`src/sv/dkar_pkg.sv`:
```
// shared types, constants and register indexes for the direction key auto-repeat block
`default_nettype none

package dkar_pkg;

    // field widths
    localparam int unsigned DIR_W     = 4;
    localparam int unsigned STICK_W   = 8;
    localparam int unsigned EDGE_W    = 2;
    localparam int unsigned TICKS_W   = 16;
    localparam int unsigned ELAPSED_W = 17;
    localparam int unsigned LEVEL_W   = 9;
    localparam int unsigned MAG_W     = 7;
    localparam int unsigned GAIN_W    = 16;
    localparam int unsigned OWNER_W   = 3;
    localparam int unsigned CFG_ADDR_W = 3;
    localparam int unsigned CFG_DATA_W = 16;
    localparam int unsigned IN_TDATA_W  = 48;
    localparam int unsigned OUT_TDATA_W = 24;

    // direction bit positions
    localparam int unsigned DIR_UP    = 0;
    localparam int unsigned DIR_DOWN  = 1;
    localparam int unsigned DIR_LEFT  = 2;
    localparam int unsigned DIR_RIGHT = 3;

    // repeat clock owner codes
    localparam logic [OWNER_W-1:0] OWNER_NONE  = 3'd0;
    localparam logic [OWNER_W-1:0] OWNER_UP    = 3'd1;
    localparam logic [OWNER_W-1:0] OWNER_DOWN  = 3'd2;
    localparam logic [OWNER_W-1:0] OWNER_LEFT  = 3'd3;
    localparam logic [OWNER_W-1:0] OWNER_RIGHT = 3'd4;

    localparam logic [ELAPSED_W-1:0] ELAPSED_MAX = 17'd131071;
    localparam logic [LEVEL_W-1:0]   LEVEL_FULL  = 9'd256;

    // configuration register indexes
    localparam logic [CFG_ADDR_W-1:0] REG_DELAY     = 3'd0;
    localparam logic [CFG_ADDR_W-1:0] REG_PERIOD    = 3'd1;
    localparam logic [CFG_ADDR_W-1:0] REG_THRESHOLD = 3'd2;
    localparam logic [CFG_ADDR_W-1:0] REG_DEAD_ZONE = 3'd3;
    localparam logic [CFG_ADDR_W-1:0] REG_GAIN      = 3'd4;

    // configuration reset values
    localparam logic [TICKS_W-1:0] RST_DELAY     = 16'd800;
    localparam logic [TICKS_W-1:0] RST_PERIOD    = 16'd125;
    localparam logic [MAG_W-1:0]   RST_THRESHOLD = 7'd42;
    localparam logic [MAG_W-1:0]   RST_DEAD_ZONE = 7'd8;
    localparam logic [GAIN_W-1:0]  RST_GAIN      = 16'd851;

    // one input frame
    typedef struct packed {
        logic [TICKS_W-1:0]        frame_ticks;
        logic signed [EDGE_W-1:0]  stick_edge_y;
        logic signed [EDGE_W-1:0]  stick_edge_x;
        logic signed [STICK_W-1:0] stick_y;
        logic signed [STICK_W-1:0] stick_x;
        logic [DIR_W-1:0]          dir_held;
        logic [DIR_W-1:0]          dir_pressed;
    } t_item;

    // repeat timing settings
    typedef struct packed {
        logic [TICKS_W-1:0] delay;
        logic [TICKS_W-1:0] period;
        logic [MAG_W-1:0]   threshold;
    } t_timing;

endpackage

`default_nettype wire

```
`src/sv/dkar_level.sv`:
```
// dead-zone scaled stick level in Q1.8, saturated at full scale
`default_nettype none

module dkar_level (
    input  wire logic signed [dkar_pkg::STICK_W-1:0] i_mag,
    input  wire logic [dkar_pkg::MAG_W-1:0]          i_dead_zone,
    input  wire logic [dkar_pkg::GAIN_W-1:0]         i_gain,
    output logic [dkar_pkg::LEVEL_W-1:0]             o_level
);

    localparam int unsigned PROD_W = dkar_pkg::MAG_W + dkar_pkg::GAIN_W;
    localparam int unsigned SHR_W  = PROD_W - 8;

    logic signed [dkar_pkg::STICK_W:0] diff;
    logic [PROD_W-1:0]                 prod;
    logic [SHR_W-1:0]                  scaled;

    // distance past the dead zone
    assign diff = $signed({i_mag[dkar_pkg::STICK_W-1], i_mag})
                - $signed({2'b00, i_dead_zone});

    assign prod   = PROD_W'(diff[dkar_pkg::MAG_W-1:0]) * PROD_W'(i_gain);
    assign scaled = prod[PROD_W-1:8];

    // zero inside the dead zone, clamp at full
    always_comb begin
        if (diff[dkar_pkg::STICK_W] || diff == '0) begin
            o_level = '0;
        end else if (scaled > SHR_W'(dkar_pkg::LEVEL_FULL)) begin
            o_level = dkar_pkg::LEVEL_FULL;
        end else begin
            o_level = scaled[dkar_pkg::LEVEL_W-1:0];
        end
    end

endmodule

`default_nettype wire

```
`src/sv/dkar_judge.sv`:
```
// repeat clock state and the per-direction step decision for one frame
`default_nettype none

module dkar_judge (
    input  wire logic                        i_clk,
    input  wire logic                        i_rst_n,
    input  wire logic                        i_en,
    input  wire dkar_pkg::t_item             i_item,
    input  wire dkar_pkg::t_timing           i_timing,
    output logic [dkar_pkg::DIR_W-1:0]       o_steps
);

    // how the repeat clock leaves the frame
    localparam logic [1:0] CLK_KEEP  = 2'd0;
    localparam logic [1:0] CLK_ZERO  = 2'd1;
    localparam logic [1:0] CLK_TIMER = 2'd2;

    logic [dkar_pkg::OWNER_W-1:0]   r_owner, n_owner;
    logic [dkar_pkg::ELAPSED_W-1:0] r_elapsed, n_elapsed;
    logic                           r_in_repeat, n_in_repeat;

    logic [dkar_pkg::DIR_W-1:0]     pressed, held;
    logic signed [dkar_pkg::STICK_W:0] sx9, sy9, th9;

    logic [dkar_pkg::ELAPSED_W:0]   sum;
    logic [dkar_pkg::ELAPSED_W-1:0] sat, wait_t, rem;
    logic                           hit;

    logic [1:0] clk_mode;

    // pressed and held per direction from buttons and stick
    assign sx9 = $signed({i_item.stick_x[dkar_pkg::STICK_W-1], i_item.stick_x});
    assign sy9 = $signed({i_item.stick_y[dkar_pkg::STICK_W-1], i_item.stick_y});
    assign th9 = $signed({2'b00, i_timing.threshold});

    always_comb begin
        pressed = i_item.dir_pressed;
        held    = i_item.dir_held;
        if (i_item.stick_edge_y == 2'b01)   pressed[dkar_pkg::DIR_UP]    = 1'b1;
        if (i_item.stick_edge_y[1])         pressed[dkar_pkg::DIR_DOWN]  = 1'b1;
        if (i_item.stick_edge_x[1])         pressed[dkar_pkg::DIR_LEFT]  = 1'b1;
        if (i_item.stick_edge_x == 2'b01)   pressed[dkar_pkg::DIR_RIGHT] = 1'b1;
        if (sy9 > th9)                      held[dkar_pkg::DIR_UP]       = 1'b1;
        if (sy9 < -th9)                     held[dkar_pkg::DIR_DOWN]     = 1'b1;
        if (sx9 < -th9)                     held[dkar_pkg::DIR_LEFT]     = 1'b1;
        if (sx9 > th9)                      held[dkar_pkg::DIR_RIGHT]    = 1'b1;
    end

    // timer advance; only the owner at frame start can run it, so it works on the stored state
    assign sum    = {1'b0, r_elapsed} + {2'b00, i_item.frame_ticks};
    assign sat    = sum[dkar_pkg::ELAPSED_W] ? dkar_pkg::ELAPSED_MAX
                                             : sum[dkar_pkg::ELAPSED_W-1:0];
    assign wait_t = {1'b0, r_in_repeat ? i_timing.period : i_timing.delay};
    assign hit    = (sat >= wait_t);
    assign rem    = sat - wait_t;

    // directions judged in order up, down, left, right
    always_comb begin
        logic [dkar_pkg::OWNER_W-1:0] code;
        n_owner  = r_owner;
        clk_mode = CLK_KEEP;
        o_steps  = '0;
        for (int d = 0; d < dkar_pkg::DIR_W; d++) begin
            code = dkar_pkg::OWNER_W'(d + 1);
            if (pressed[d]) begin
                n_owner    = code;
                clk_mode   = CLK_ZERO;
                o_steps[d] = 1'b1;
            end else if (n_owner == dkar_pkg::OWNER_NONE && held[d]) begin
                n_owner  = code;
                clk_mode = CLK_ZERO;
            end else if (n_owner != code) begin
                n_owner = n_owner;
            end else if (!held[d]) begin
                n_owner = dkar_pkg::OWNER_NONE;
            end else begin
                clk_mode   = CLK_TIMER;
                o_steps[d] = hit;
            end
        end
    end

    // next repeat clock
    always_comb begin
        case (clk_mode)
            CLK_ZERO: begin
                n_elapsed   = '0;
                n_in_repeat = 1'b0;
            end
            CLK_TIMER: begin
                n_elapsed   = hit ? rem : sat;
                n_in_repeat = hit | r_in_repeat;
            end
            default: begin
                n_elapsed   = r_elapsed;
                n_in_repeat = r_in_repeat;
            end
        endcase
    end

    always_ff @(posedge i_clk) begin
        if (!i_rst_n) begin
            r_owner     <= dkar_pkg::OWNER_NONE;
            r_elapsed   <= '0;
            r_in_repeat <= 1'b0;
        end else if (i_en) begin
            r_owner     <= n_owner;
            r_elapsed   <= n_elapsed;
            r_in_repeat <= n_in_repeat;
        end
    end

endmodule

`default_nettype wire

```
`src/sv/direction_key_auto_repeat_top.sv`:
```
// top level: stream ports, configuration registers, input and result registers
`default_nettype none

// Menu direction auto-repeat. Each frame transfer carries the direction
// buttons, the stick and the elapsed milliseconds; each result transfer
// carries four step pulses and the up and down hold levels. Throughput is one
// frame per clock while the result output is not stalled. A result is held in
// one input register, then one result register, and comes from the single pass
// that judges all four directions against the shared repeat clock. Write
// configuration only while no frame is in flight; the registers reset to
// delay 800, period 125, threshold 42, dead zone 8 and gain 851.
module direction_key_auto_repeat_top (
    input  wire logic                                i_clk,
    input  wire logic                                i_rst_n,
    // configuration write port
    input  wire logic                                i_cfg_we,
    input  wire logic [dkar_pkg::CFG_ADDR_W-1:0]     i_cfg_addr,
    input  wire logic [dkar_pkg::CFG_DATA_W-1:0]     i_cfg_wdata,
    // frame input
    input  wire logic                                s_axis_tvalid,
    output logic                                     s_axis_tready,
    // dir_pressed[3:0], dir_held[7:4], stick_x[15:8], stick_y[23:16],
    // stick_edge_x[25:24], stick_edge_y[27:26], frame_ticks[43:28], zero[47:44]
    input  wire logic [dkar_pkg::IN_TDATA_W-1:0]     s_axis_tdata,
    // result output
    output logic                                     m_axis_tvalid,
    input  wire logic                                m_axis_tready,
    // step_up[0], step_down[1], step_left[2], step_right[3],
    // up_level[12:4], down_level[21:13], zero[23:22]
    output logic [dkar_pkg::OUT_TDATA_W-1:0]         m_axis_tdata
);

    logic [dkar_pkg::TICKS_W-1:0] r_delay, r_period;
    logic [dkar_pkg::MAG_W-1:0]   r_threshold, r_dead_zone;
    logic [dkar_pkg::GAIN_W-1:0]  r_gain;

    logic              r_in_valid;
    dkar_pkg::t_item   r_in_item;
    logic              r_out_valid;
    logic [dkar_pkg::OUT_TDATA_W-1:0] r_out_tdata;

    logic              advance;
    dkar_pkg::t_timing timing;
    logic [dkar_pkg::DIR_W-1:0]   steps;
    logic signed [dkar_pkg::STICK_W-1:0] neg_y;
    logic [dkar_pkg::LEVEL_W-1:0] stick_up, stick_down, up_level, down_level;

    // configuration registers
    always_ff @(posedge i_clk) begin
        if (!i_rst_n) begin
            r_delay     <= dkar_pkg::RST_DELAY;
            r_period    <= dkar_pkg::RST_PERIOD;
            r_threshold <= dkar_pkg::RST_THRESHOLD;
            r_dead_zone <= dkar_pkg::RST_DEAD_ZONE;
            r_gain      <= dkar_pkg::RST_GAIN;
        end else if (i_cfg_we) begin
            case (i_cfg_addr)
                dkar_pkg::REG_DELAY:     r_delay     <= i_cfg_wdata;
                dkar_pkg::REG_PERIOD:    r_period    <= i_cfg_wdata;
                dkar_pkg::REG_THRESHOLD: r_threshold <= i_cfg_wdata[dkar_pkg::MAG_W-1:0];
                dkar_pkg::REG_DEAD_ZONE: r_dead_zone <= i_cfg_wdata[dkar_pkg::MAG_W-1:0];
                dkar_pkg::REG_GAIN:      r_gain      <= i_cfg_wdata;
                default: begin
                end
            endcase
        end
    end

    // pipeline flow control
    assign advance       = !r_out_valid || m_axis_tready;
    assign s_axis_tready = !r_in_valid || advance;

    // input register
    always_ff @(posedge i_clk) begin
        if (!i_rst_n) begin
            r_in_valid <= 1'b0;
        end else if (s_axis_tvalid && s_axis_tready) begin
            r_in_valid <= 1'b1;
        end else if (advance) begin
            r_in_valid <= 1'b0;
        end
    end

    always_ff @(posedge i_clk) begin
        if (s_axis_tvalid && s_axis_tready) begin
            r_in_item <= s_axis_tdata[$bits(dkar_pkg::t_item)-1:0];
        end
    end

    // step decision
    assign timing.delay     = r_delay;
    assign timing.period    = r_period;
    assign timing.threshold = r_threshold;

    dkar_judge u_judge (
        .i_clk    (i_clk),
        .i_rst_n  (i_rst_n),
        .i_en     (r_in_valid && advance),
        .i_item   (r_in_item),
        .i_timing (timing),
        .o_steps  (steps)
    );

    // hold levels; negated stick saturates at the top
    assign neg_y = (r_in_item.stick_y == 8'sh80) ? 8'sd127 : -r_in_item.stick_y;

    dkar_level u_level_up (
        .i_mag       (r_in_item.stick_y),
        .i_dead_zone (r_dead_zone),
        .i_gain      (r_gain),
        .o_level     (stick_up)
    );

    dkar_level u_level_down (
        .i_mag       (neg_y),
        .i_dead_zone (r_dead_zone),
        .i_gain      (r_gain),
        .o_level     (stick_down)
    );

    assign up_level   = r_in_item.dir_held[dkar_pkg::DIR_UP]   ? dkar_pkg::LEVEL_FULL : stick_up;
    assign down_level = r_in_item.dir_held[dkar_pkg::DIR_DOWN] ? dkar_pkg::LEVEL_FULL
                                                                : stick_down;

    // result register
    always_ff @(posedge i_clk) begin
        if (!i_rst_n) begin
            r_out_valid <= 1'b0;
        end else if (advance) begin
            r_out_valid <= r_in_valid;
        end
    end

    always_ff @(posedge i_clk) begin
        if (advance && r_in_valid) begin
            r_out_tdata <= {2'b00, down_level, up_level, steps};
        end
    end

    assign m_axis_tvalid = r_out_valid;
    assign m_axis_tdata  = r_out_tdata;

endmodule

`default_nettype wire
```
`config.mk`:
```
export PLATFORM = sky130hd
export DESIGN_NAME = direction_key_auto_repeat_top
export DESIGN_NICKNAME = d
export VERILOG_FILES = /design/src/sv/dkar_pkg.sv /design/src/sv/dkar_level.sv /design/src/sv/dkar_judge.sv /design/src/sv/direction_key_auto_repeat_top.sv
export SDC_FILE = /design/constraint.sdc
export NUM_CORES = 1
export LEC_CHECK = 0
export ABC_CLOCK_PERIOD_IN_PS = 6400
export BUFFER_PORTS_ARGS = -buffer_cell sky130_fd_sc_hd__buf_2
export CAP_MARGIN = 25
export CORE_UTILIZATION = 35
export CTS_CLUSTER_DIAMETER = 30
export CTS_CLUSTER_SIZE = 12
export DETAILED_ROUTE_END_ITERATION = 8
export PLACE_DENSITY_LB_ADDON = 0.12
export SYNTH_ARGS = -nofsm -noshare
export SYNTH_HDL_FRONTEND = slang
export SYNTH_SLANG_ARGS = --single-unit
```
`constraint.sdc`:
```
create_clock -name i_clk -period 6.4 [get_ports i_clk]
set_clock_uncertainty 0.15 [all_clocks]
set_input_delay 0.96 -clock i_clk [delete_from_list [all_inputs] [get_ports i_clk]]
set_output_delay 0.96 -clock i_clk [all_outputs]
set_load 0.02 [all_outputs]
```
# Word-level counts from Yosys, hierarchy flattened
# Index checks and enable logic that the tools add are counted.
# totals
ff_bits	151
in_bits	72
output_inout_bits	26
# classes
add_sub_neg	6
reduce_logical	29
magnitude_cmp	7
n_eq_ne	13
bitwise	1
mux	64
multipliers	2
# op_table
operator	n
3-bit 2-to-1 mux	16
7-bit by 16-bit multiplier with 23-bit output	2
9-bit 2-to-1 mux	4
17-bit 2-to-1 mux	2
17-bit one-hot mux with 2 select lines	1
2-bit 2-to-1 mux	16
15-bit by 9-bit greater-than comparator with 1-bit output, second input constant	2
1-bit 2-to-1 mux	22
17-bit by 16-bit adder with 18-bit output	1
9-bit zero test	2
8-bit by 9-bit < comparator with 1-bit output	2
8-bit by 8-bit subtractor with 9-bit output	2
17-bit by 16-bit greater-or-equal comparator with 1-bit output	1
17-bit by 16-bit subtractor with 17-bit output	1
8-bit greater-than comparator	2
16-bit 2-to-1 mux	1
3-bit zero test	5
2-bit AND reduction	6
7-bit negation with 9-bit output	1
8-bit == test, second input constant	1
8-bit 2-to-1 mux	1
8-bit negation	1
2-bit by 1-bit == test with 1-bit output, second input constant	3
3-bit by 2-bit == test with 1-bit output, second input constant	2
13 further kinds	25

# Logic depth before layout (Yosys ltp)
# Gate-level depths: netlist of run 1.
# depth
depth_word	21
ltp_mapped	32
depth_no_buf	31

# Modules after synthesis
# A second synthesis of run 1 with hierarchy kept.
# unflattened
cells_unflattened	1933
area_unflattened_um2	16981.3
# by_module_without_submodules
mod	area_each_um2	cells_per_inst	instances
direction_key_auto_repeat_top	4677.0	391	1
dkar_level at u_level_up	4226.6	522	1
dkar_level at u_level_down	4160.2	508	1
dkar_judge	3917.5	512	1

# Least setup slack after synthesis of run 1
# No wires, ideal clock.
# synth_path
path_kind	reg2reg
startpoint	register r_in_item[17] in the netlist's numbering
endpoint	register r_out_tdata (netlist bit m_axis_tdata[13]) (data pin)
t_arrival_ns	6.787
required_ns	6.111
n_path_buf	1
synth_period_minus_slack_ns	7.076
setup_ns	0.139
slack_ns	-0.676
path_stages_with_launch	29
cell_sequence	edfxtp_1 -> inv_1 -> ha_1 -> nand2_1 -> or3_1 -> nand2b_1 -> ha_1 -> nor2b_1 -> o21ai_1 -> a21boi_1 -> o221ai_1 -> a21boi_0 -> clkbuf_1 -> nand2_1 -> fa_1 -> fa_1 -> inv_1 -> fa_1 -> fa_1 -> ha_1 -> a2111o_1 -> a41oi_2 -> o22ai_1 -> o22a_1 -> a21oi_4 -> mux2i_1 -> nand4_1 -> a211o_1 -> nor2_1
# synth_via
elab_chain_len	6
# synth_lines
element	line_no	rtl
start, declared	direction_key_auto_repeat_top.sv:38	dkar_pkg::t_item r_in_item;
start signal, assigned	direction_key_auto_repeat_top.sv:86	r_in_item <= s_axis_tdata[$bits(dkar_pkg::t_item)-1:0];
8-bit negation / 8-bit == test (equally long branches)	direction_key_auto_repeat_top.sv:105	assign neg_y = (r_in_item.stick_y == 8'sh80) ? 8'sd127 : -r_in_item.stick_y;
8-bit 2-to-1 mux *	direction_key_auto_repeat_top.sv:105	
8-bit by 8-bit subtractor with 9-bit output *	dkar_level.sv:20	- $signed({2'b00, i_dead_zone});
7-bit by 16-bit multiplier with 23-bit output / 9-bit zero test (equally long branches)	dkar_level.sv:22, dkar_level.sv:27	
15-bit by 9-bit greater-than comparator with 1-bit output / 1-bit logical OR (equally long branches)	dkar_level.sv:29, dkar_level.sv:27	
3-bit OR reduction (no line)	--	
end signal, assigned	direction_key_auto_repeat_top.sv:136	r_out_tdata <= {2'b00, down_level, up_level, steps};
end, declared	direction_key_auto_repeat_top.sv:40	logic [dkar_pkg::OUT_TDATA_W-1:0] r_out_tdata;
# Every way passes the cells marked *; elsewhere a longest branch is shown, timed or not.
# A chain may end at the register's enable or synchronous reset.

# Final worst setup path of run 1
# layout_path
startpoint	register r_in_item[22] in the netlist's numbering
endpoint	register r_out_tdata (netlist bit m_axis_tdata[19]) (data pin)
# Same word-level chain as after synthesis.

==> results.md, run 1 <==
* Fin crit period at 6989 ps
* Internal at 3.621 mW
* Routability Congestion at 0.8550
* Initial DRC count at 555
* Max Buffers Root-to-Sink at 2
* Post-DP HPWL at 32,030 microns
* Routed len/inst at 15.85 microns
* Total GRT Usage at 18.70%
* Detail Route Antenna Nets at 0
* Overflow after GRT at 0
* Root Driver: clkbuf_16
* Initial core utilization at 35.80%
* Cell variety after synth at 79
* CP Depth at 27
* Pre-antenna DRT Iters at 5
* IO Port Bufs at 91
* Top_reg_cell synth: dfxtp_1
* Vias in the first global route at 12.98k
* Worst rel slew slack at 47.78%
* Required @ worst endpoint at 6570 ps
* Share of synthesized registers carrying an async set or reset at 0%
* Final hold vios at 0
* Unrepaired setup endpoints after global routing: true
* DR vias at 12.76k
* Final nets at 2,319
* Synth-to-layout area growth at 21.61%
* Core area at 43,360 sq um
* Highest clock rate at 143.1 MHz
* Synth warn at 0
* Maxcap violations at 0
* Setup slack after layout at -589.5 ps
* Failing checks: setup timing
* # IOs at 98
* Die W at 212.6 microns
* Drt via density at 5.005
* Initial antenna violation count at 1
* Die area at 45,200 sq um
* CP Buf/Inv Count at 2
* Crit path kind: register to register
* Hold/Removal Path Class: register to register
* Setup WS pre-CTS at -787.5 ps
* Mean Syn Cell Area at 9.014 sq um
* Clk sinks at 151
* Family with the most delay on the worst path: adder cells
* Global-route wire length before repair at 65,920 microns
* CTS tree: built
* # fillers at 4,449
* #FFs+latches synth at 151
* Area occupied by multi-input gates at 11,380 sq um
* Rows at 76
* Hold Path Depth at 2
* EDFF count, synth at 66
* Endpoints failing setup at 17
* Routed wire length at 40,430 microns
* Pwr dens at 316.1 nW/um^2
* Synth Instances at 1,722
* Post-route DRC at 0
* Pleak at 8.726 nW
* Worst-path fanout max at 8
* Clock latency on the worst-skew pair at 470 ps
* Clk pwr share at 17.3%
* CP max-delay cell: fa_1
* Most Frequent Cell on Critical Path: fa_1
* Reg area at 3684 sq um
* Largest net degree at the start of global routing at 72
* Proportion of layout cells with a drive suffix above 1 at 20.63%
* Setup crit end kind: register
* Pins Over Slew Limit at 0
* Total number of H-tree levels at 4
* Final critical-path share of the clock period at 109.2%
* Number of buffers created by CTS at 17
* Mapped Area at 15,520 sq um
* Worst path max stage delay at 510 ps
* Sequential share of power at 18.4%
* DIE HEIGHT at 212.6 microns
* R2R depth at 27
* CP Launch Type: register
* Switching pwr at 2.346 mW
* Combinational Power Share at 64.3%
* Final core occ at 43.53%
* VDD IR max at 236.9 uV
* Status: finished with violations
* Clock-pin slew on the worst setup and hold paths at 70 ps
* Slew at the pin closest to its max-slew limit at 782.3 ps
* R2R setup slack at -590 ps
* Seq/Total Area, Yosys at 23.73%
* Worst Path Arrival at 7160 ps
* Sw Share at 39.32%
[routing by layer]
| metal | global-route usage (%) | vias to the layer above | part of all wire [%] |
|---|---|---|---|
| met3 | 3.146 | 43 | 4.0 |
| met2 | 31.45 | 199 | 48 |
| li1 | - | 6304 | - |
| met1 | 24.34 | 6216 | 46 |
| met4 | 5.929 | 2 | 2.0 |
| met5 | 0 | - | 0.025 |
[cell usage in the layout (no fill, tap or decap), types with 9 or more instances in the layout]
cell	instances
a21boi_0	40
a21o_1	27
a21oi_1	49
and2_1	85
and3_1	17
buf_2	91
buf_4	175
clkbuf_16	18
dfxtp_1	85
edfxtp_1	66
fa_1	133
ha_1	146
ha_4	10
inv_1	165
mux2i_1	28
nand2_1	248
nand2b_1	31
nand3_1	39
nand4_1	9
nor2_1	64
nor2b_1	60
nor3_1	24
nor4_1	9
o211ai_1	11
o21a_1	25
o21ai_0	32
o21bai_1	10
o31ai_1	9
or3_1	11
xnor2_1	27
xor2_1	24
[synth_stat cells (31+ instances only)]
master    instances  share of area, %
nand2b_1         33               1.3
o21ai_0          38               1.2
edfxtp_1         66                13
a21boi_0         41               2.0
xnor2_1          31               1.7
nand2_1         255               6.2
inv_1           171               4.1
and2_1           90               3.6
nor2_1           67               1.6
dfxtp_1          85                11
a21oi_1          55               1.8
clkbuf_1         58               1.4
ha_1            157                13
fa_1            140                18
nand3_1          42               1.4
nor2b_1          63               2.5
[tightest hold or removal path: stages (launching register included)]
cell and delay, ps:
dfxtp_1 320, nand2_1 50, o21ai_1 50
[worst paths after layout]
path	startpoint	to
min reg2reg	u_judge.r_elapsed[9]	u_judge.r_elapsed[9]
max	r_in_item[22]	m_axis_tdata[19]
min	u_judge.r_elapsed[9]	u_judge.r_elapsed[9]
max reg2reg	r_in_item[22]	m_axis_tdata[19]
[through the flow]
stage	hold WS (ps)	setup TNS, ps	instance area, sq um	cells	total power [mW]
detailed placement	307.4	-9695	17780	2493	4.604
finish	311.9	-6314	18880	2550	5.967
CTS	317.5	-6546	18660	2538	5.905
global placement	300.6	-8128	17760	2492	4.588
floorplan	279.1	-3312	15660	1723	3.329
global route	338.3	-11480	18870	2548	6.522
[layout make-up]
type | instances | area share, %
clock inverter | 11 | 0.5303
tap | 585 | 3.878
antenna | 2 | 0.02651
multi-input combinational | 1339 | 60.31
sequential | 151 | 19.51
timing repair buffer | 270 | 9.790
inverter | 171 | 3.400
clock buffer | 21 | 2.552
[state kept, by name, summed over array words and instances (netlist names)]
name and count:
r_in_item 44, m_axis_tdata 22, u_judge.r_elapsed 17, r_delay 16, r_gain 16, r_period 16
r_dead_zone 7, r_threshold 7, u_judge.r_owner 3, m_axis_tvalid 1, r_in_valid 1, u_judge.r_in_repeat 1
[power groups by stage]
stage	Clock (mW)	Sequential, mW	Combinational, mW
finish	1.03	1.10	3.84
global placement	0	1.12	3.47
CTS	1.06	1.10	3.74
floorplan	0	1.12	2.20
detailed placement	0	1.12	3.48
global route	1.09	1.10	4.33
[cells by family after synthesis]
| logic type | count (synthesis) | share of synthesized area, % |
|---|---|---|
| and+or+nand+nor | 653 | 20.83 |
| AOI/OAI and AO/OA | 299 | 13.78 |
| adders and majority gates | 297 | 30.71 |
| buffers and inverters | 234 | 5.747 |
| DFF | 151 | 23.73 |
| xor gates and xnor gates | 56 | 3.160 |
| muxes | 31 | 2.023 |
| other | 1 | 0.02416 |
[timing repair]
action | in CTS | in global routing
pin swaps | 38 | 12
gates resized for setup | 40 | 25
setup endpoints to repair | 18 | 18
setup buffers | 12 | 9
gates cloned | 1 | 0
hold buffers | 0 | 0
(Power assumes the default switching activity.)
==> run 2: changes to the inputs <==
SETUP_SLACK_MARGIN = 0.02   (was unset)
==> run 2 against run 1 <==
  * The run still ends with setup timing left
  * Final area rose by 0.58%
  * Clock-buffer cell count fell by 1
  * Register-to-register slack barely moved
  * Critical path type unchanged
  * Combinational power rose by 3%
  * Power rose by 1.9%
  * Critical path depth rose by 3
  * Via count rose by 0.27%
  * Cell count barely moved
  * Wire length rose by 0.54%
  * Sequential share of layout area fell by 0.11 points
  * Largest power group unchanged
  * Die area did not move
==> results.md, run 2 (synthesis gave the netlist of run 1 again) <==
* Status: finished with violations
* Failing checks: setup timing
* Overflow after GRT at 0 (unchanged)
* Largest reg by FF count: r_in_item
* Worst-path fanout max at 8 (unchanged)
* Drt via density at 5.021 (+0.31%)
* Most frequent cells in the layout: 248 x nand2_1, 167 x buf_4, 166 x inv_1
* Maxcap violations at 0 (unchanged)
* Routability Congestion at 0.8550 (unchanged)
* Highest clock rate at 143.2 MHz (about the same)
* Initial antenna violation count at 1 (unchanged)
* Pwr dens at 320.2 nW/um^2 (+1.3%)
* Non-Filler Instances at 2,549 (-0.039%)
* Synth-to-layout area growth at 22.31%
* Post-route DRC at 0 (unchanged)
* Initial DRC count at 522 (-5.9%)
* Proportion of layout cells with a drive suffix above 1 at 21.05% (+0.42 points)
* Pre-antenna DRT Iters at 5 (unchanged)
* Endpoints failing setup at 18 (+1)
* Unrepaired setup endpoints after global routing: true
* DIE HEIGHT at 212.6 microns (unchanged)
* Clock latency on the worst-skew pair at 460 ps (about the same)
* Max FFs per register at 44 (unchanged)
* Detail Route Antenna Nets at 0 (unchanged)
* # hold bufs at CTS at 0 (unchanged)
* Number of buffers created by CTS at 17 (unchanged)
* Setup slack after layout at -582.8 ps (+6.658 ps)
* Pins Over Slew Limit at 0 (unchanged)
* CTS tree: built
* Final critical-path share of the clock period at 109.1% (about the same)
* Final hold vios at 0 (unchanged)
* Initial core utilization at 35.80% (unchanged)
* Root Driver: clkbuf_16
* Fin crit period at 6983 ps (-6.658 ps)
* Crit path kind: register to register
* Routed len/inst at 15.95 microns (+0.58%)
* Core area at 43,360 sq um (unchanged)
* Global-route wire length before repair at 66,380 microns (+0.71%)
* DR vias at 12.80k (+0.27%)
* VDD IR max at 240.1 uV (+1.3%)
* Most Frequent Cell on Critical Path: fa_1
* Routed wire length at 40,640 microns (+0.54%)
* IO Port Bufs at 91 (unchanged)
* Largest net degree at the start of global routing at 72 (unchanged)
* Clock-pin slew on the worst setup and hold paths at 70 ps (about the same)
* CP Launch Type: register
* Slew at the pin closest to its max-slew limit at 811.0 ps (+28.70 ps)
* # IOs at 98 (unchanged)
* Required @ worst endpoint at 6570 ps (about the same)
* Setup crit end kind: register
* Die W at 212.6 microns (unchanged)
* Pleak at 8.766 nW (+0.45%)
* Die area at 45,200 sq um (unchanged)
* Post-DP HPWL at 31,830 microns (-0.64%)
* Worst path max stage delay at 510 ps (about the same)
* Hold/Removal Path Class: register to register
* Max Buffers Root-to-Sink at 2 (unchanged)
* Total GRT Usage at 18.79% (+0.090 points)
* Worst rel slew slack at 45.86% (-1.9 points)
* Final core occ at 43.78% (+0.25 points)
* Total number of H-tree levels at 4 (unchanged)
* Vias in the first global route at 13.23k (+1.9%)
* Worst Path Arrival at 7160 ps (about the same)
* Rows at 76 (unchanged)
* CP max-delay cell: fa_1
* Clk sinks at 151 (unchanged)
* Most common cell after layout, fill and taps aside: nand2_1
* Placed Cells at 2,491 (-0.080%)
* Placed inst area at 17,760 sq um (about the same)
* Fin area at 18,990 sq um (+0.58%)
* Final nets at 2,318 (-0.043%)
==> run 2: cell types whose count changed in the layout (fill, tap and decap cells not counted), moves of 2 or more <==
cell    delta
buf_4      -8
buf_6      +5
ha_1       -3
and2_1     -2
and2_4     +2
ha_2       +2
inv_4      +2
==> run 2: final cells by class <==
cell class                      count  area [sq um]
Antenna cell                        2         5.005
Fill cell                        4385         24380
Sequential cell                   151          3684
Clock buffer                       20         467.9
Tap cell                          585         732.0
Multi-Input combinational cell   1340         11490
Timing Repair Buffer              268          1857
Inverter                          171         641.9
Clock inverter                     12         103.9
==> run 2: critical path, delay by kind of cell, from the launching register on <==
kind | cells | cell delay [ps]
flops | 1 | 360
simple gates | 9 | 1670
xor+xnor | 1 | 210
buf+inv | 5 | 320
fa+ha+maj | 6 | 2550
compound gates | 9 | 1580
==> run 2: what timing repair did <==
| action | 4_1_cts | 5_1_grt |
|---|---|---|
| pin swaps | 38 | 13 |
| buffers inserted | 16 | 4 |
| gates resized for setup | 54 | 31 |
| gates cloned | 2 | 1 |
| endpoints found under the setup margin | 18 | 18 |
==> run 2: per-stage QoR <==
step / setup WS (ps) / total power, mW / hold WS, ps / setup TNS, ps
6_report: -582.8 / 6.079 / 311.4 / -5818
5_1_grt: -892.5 / 6.619 / 336.4 / -11010
4_1_cts: -605.0 / 6.034 / 315.7 / -5743
3_5_place_dp: -732.8 / 4.627 / 306.0 / -9008
3_3_place_gp: -597.3 / 4.596 / 300.7 / -7402
2_1_floorplan: -388.1 / 3.329 / 279.1 / -3301
==> run 2: final timing paths <==
check                start                to  slack (ps)  depth (start not counted)
max          r_in_item[23]  m_axis_tdata[16]        -580                         30
min             r_delay[0]        r_delay[0]         310                          2
max reg2reg  r_in_item[23]  m_axis_tdata[16]        -580                         30
min reg2reg     r_delay[0]        r_delay[0]         310                          2
==> run 2: routing by layer <==
metal	track usage, %	share of wire [%]	vias up
li1	-	-	6311
met1	24.37	47	6268
met2	31.91	48	173
met3	3.087	3.5	45
met4	5.631	1.7	2
met5	0	0.030	-
==> run 2: where the power goes <==
group	internal [mW]	leakage, nW	switching [mW]
combinational	2.07	7.14	1.89
clock	0.543	0.288	0.480
sequential	1.06	1.34	0.0352
total	3.68	8.77	2.40
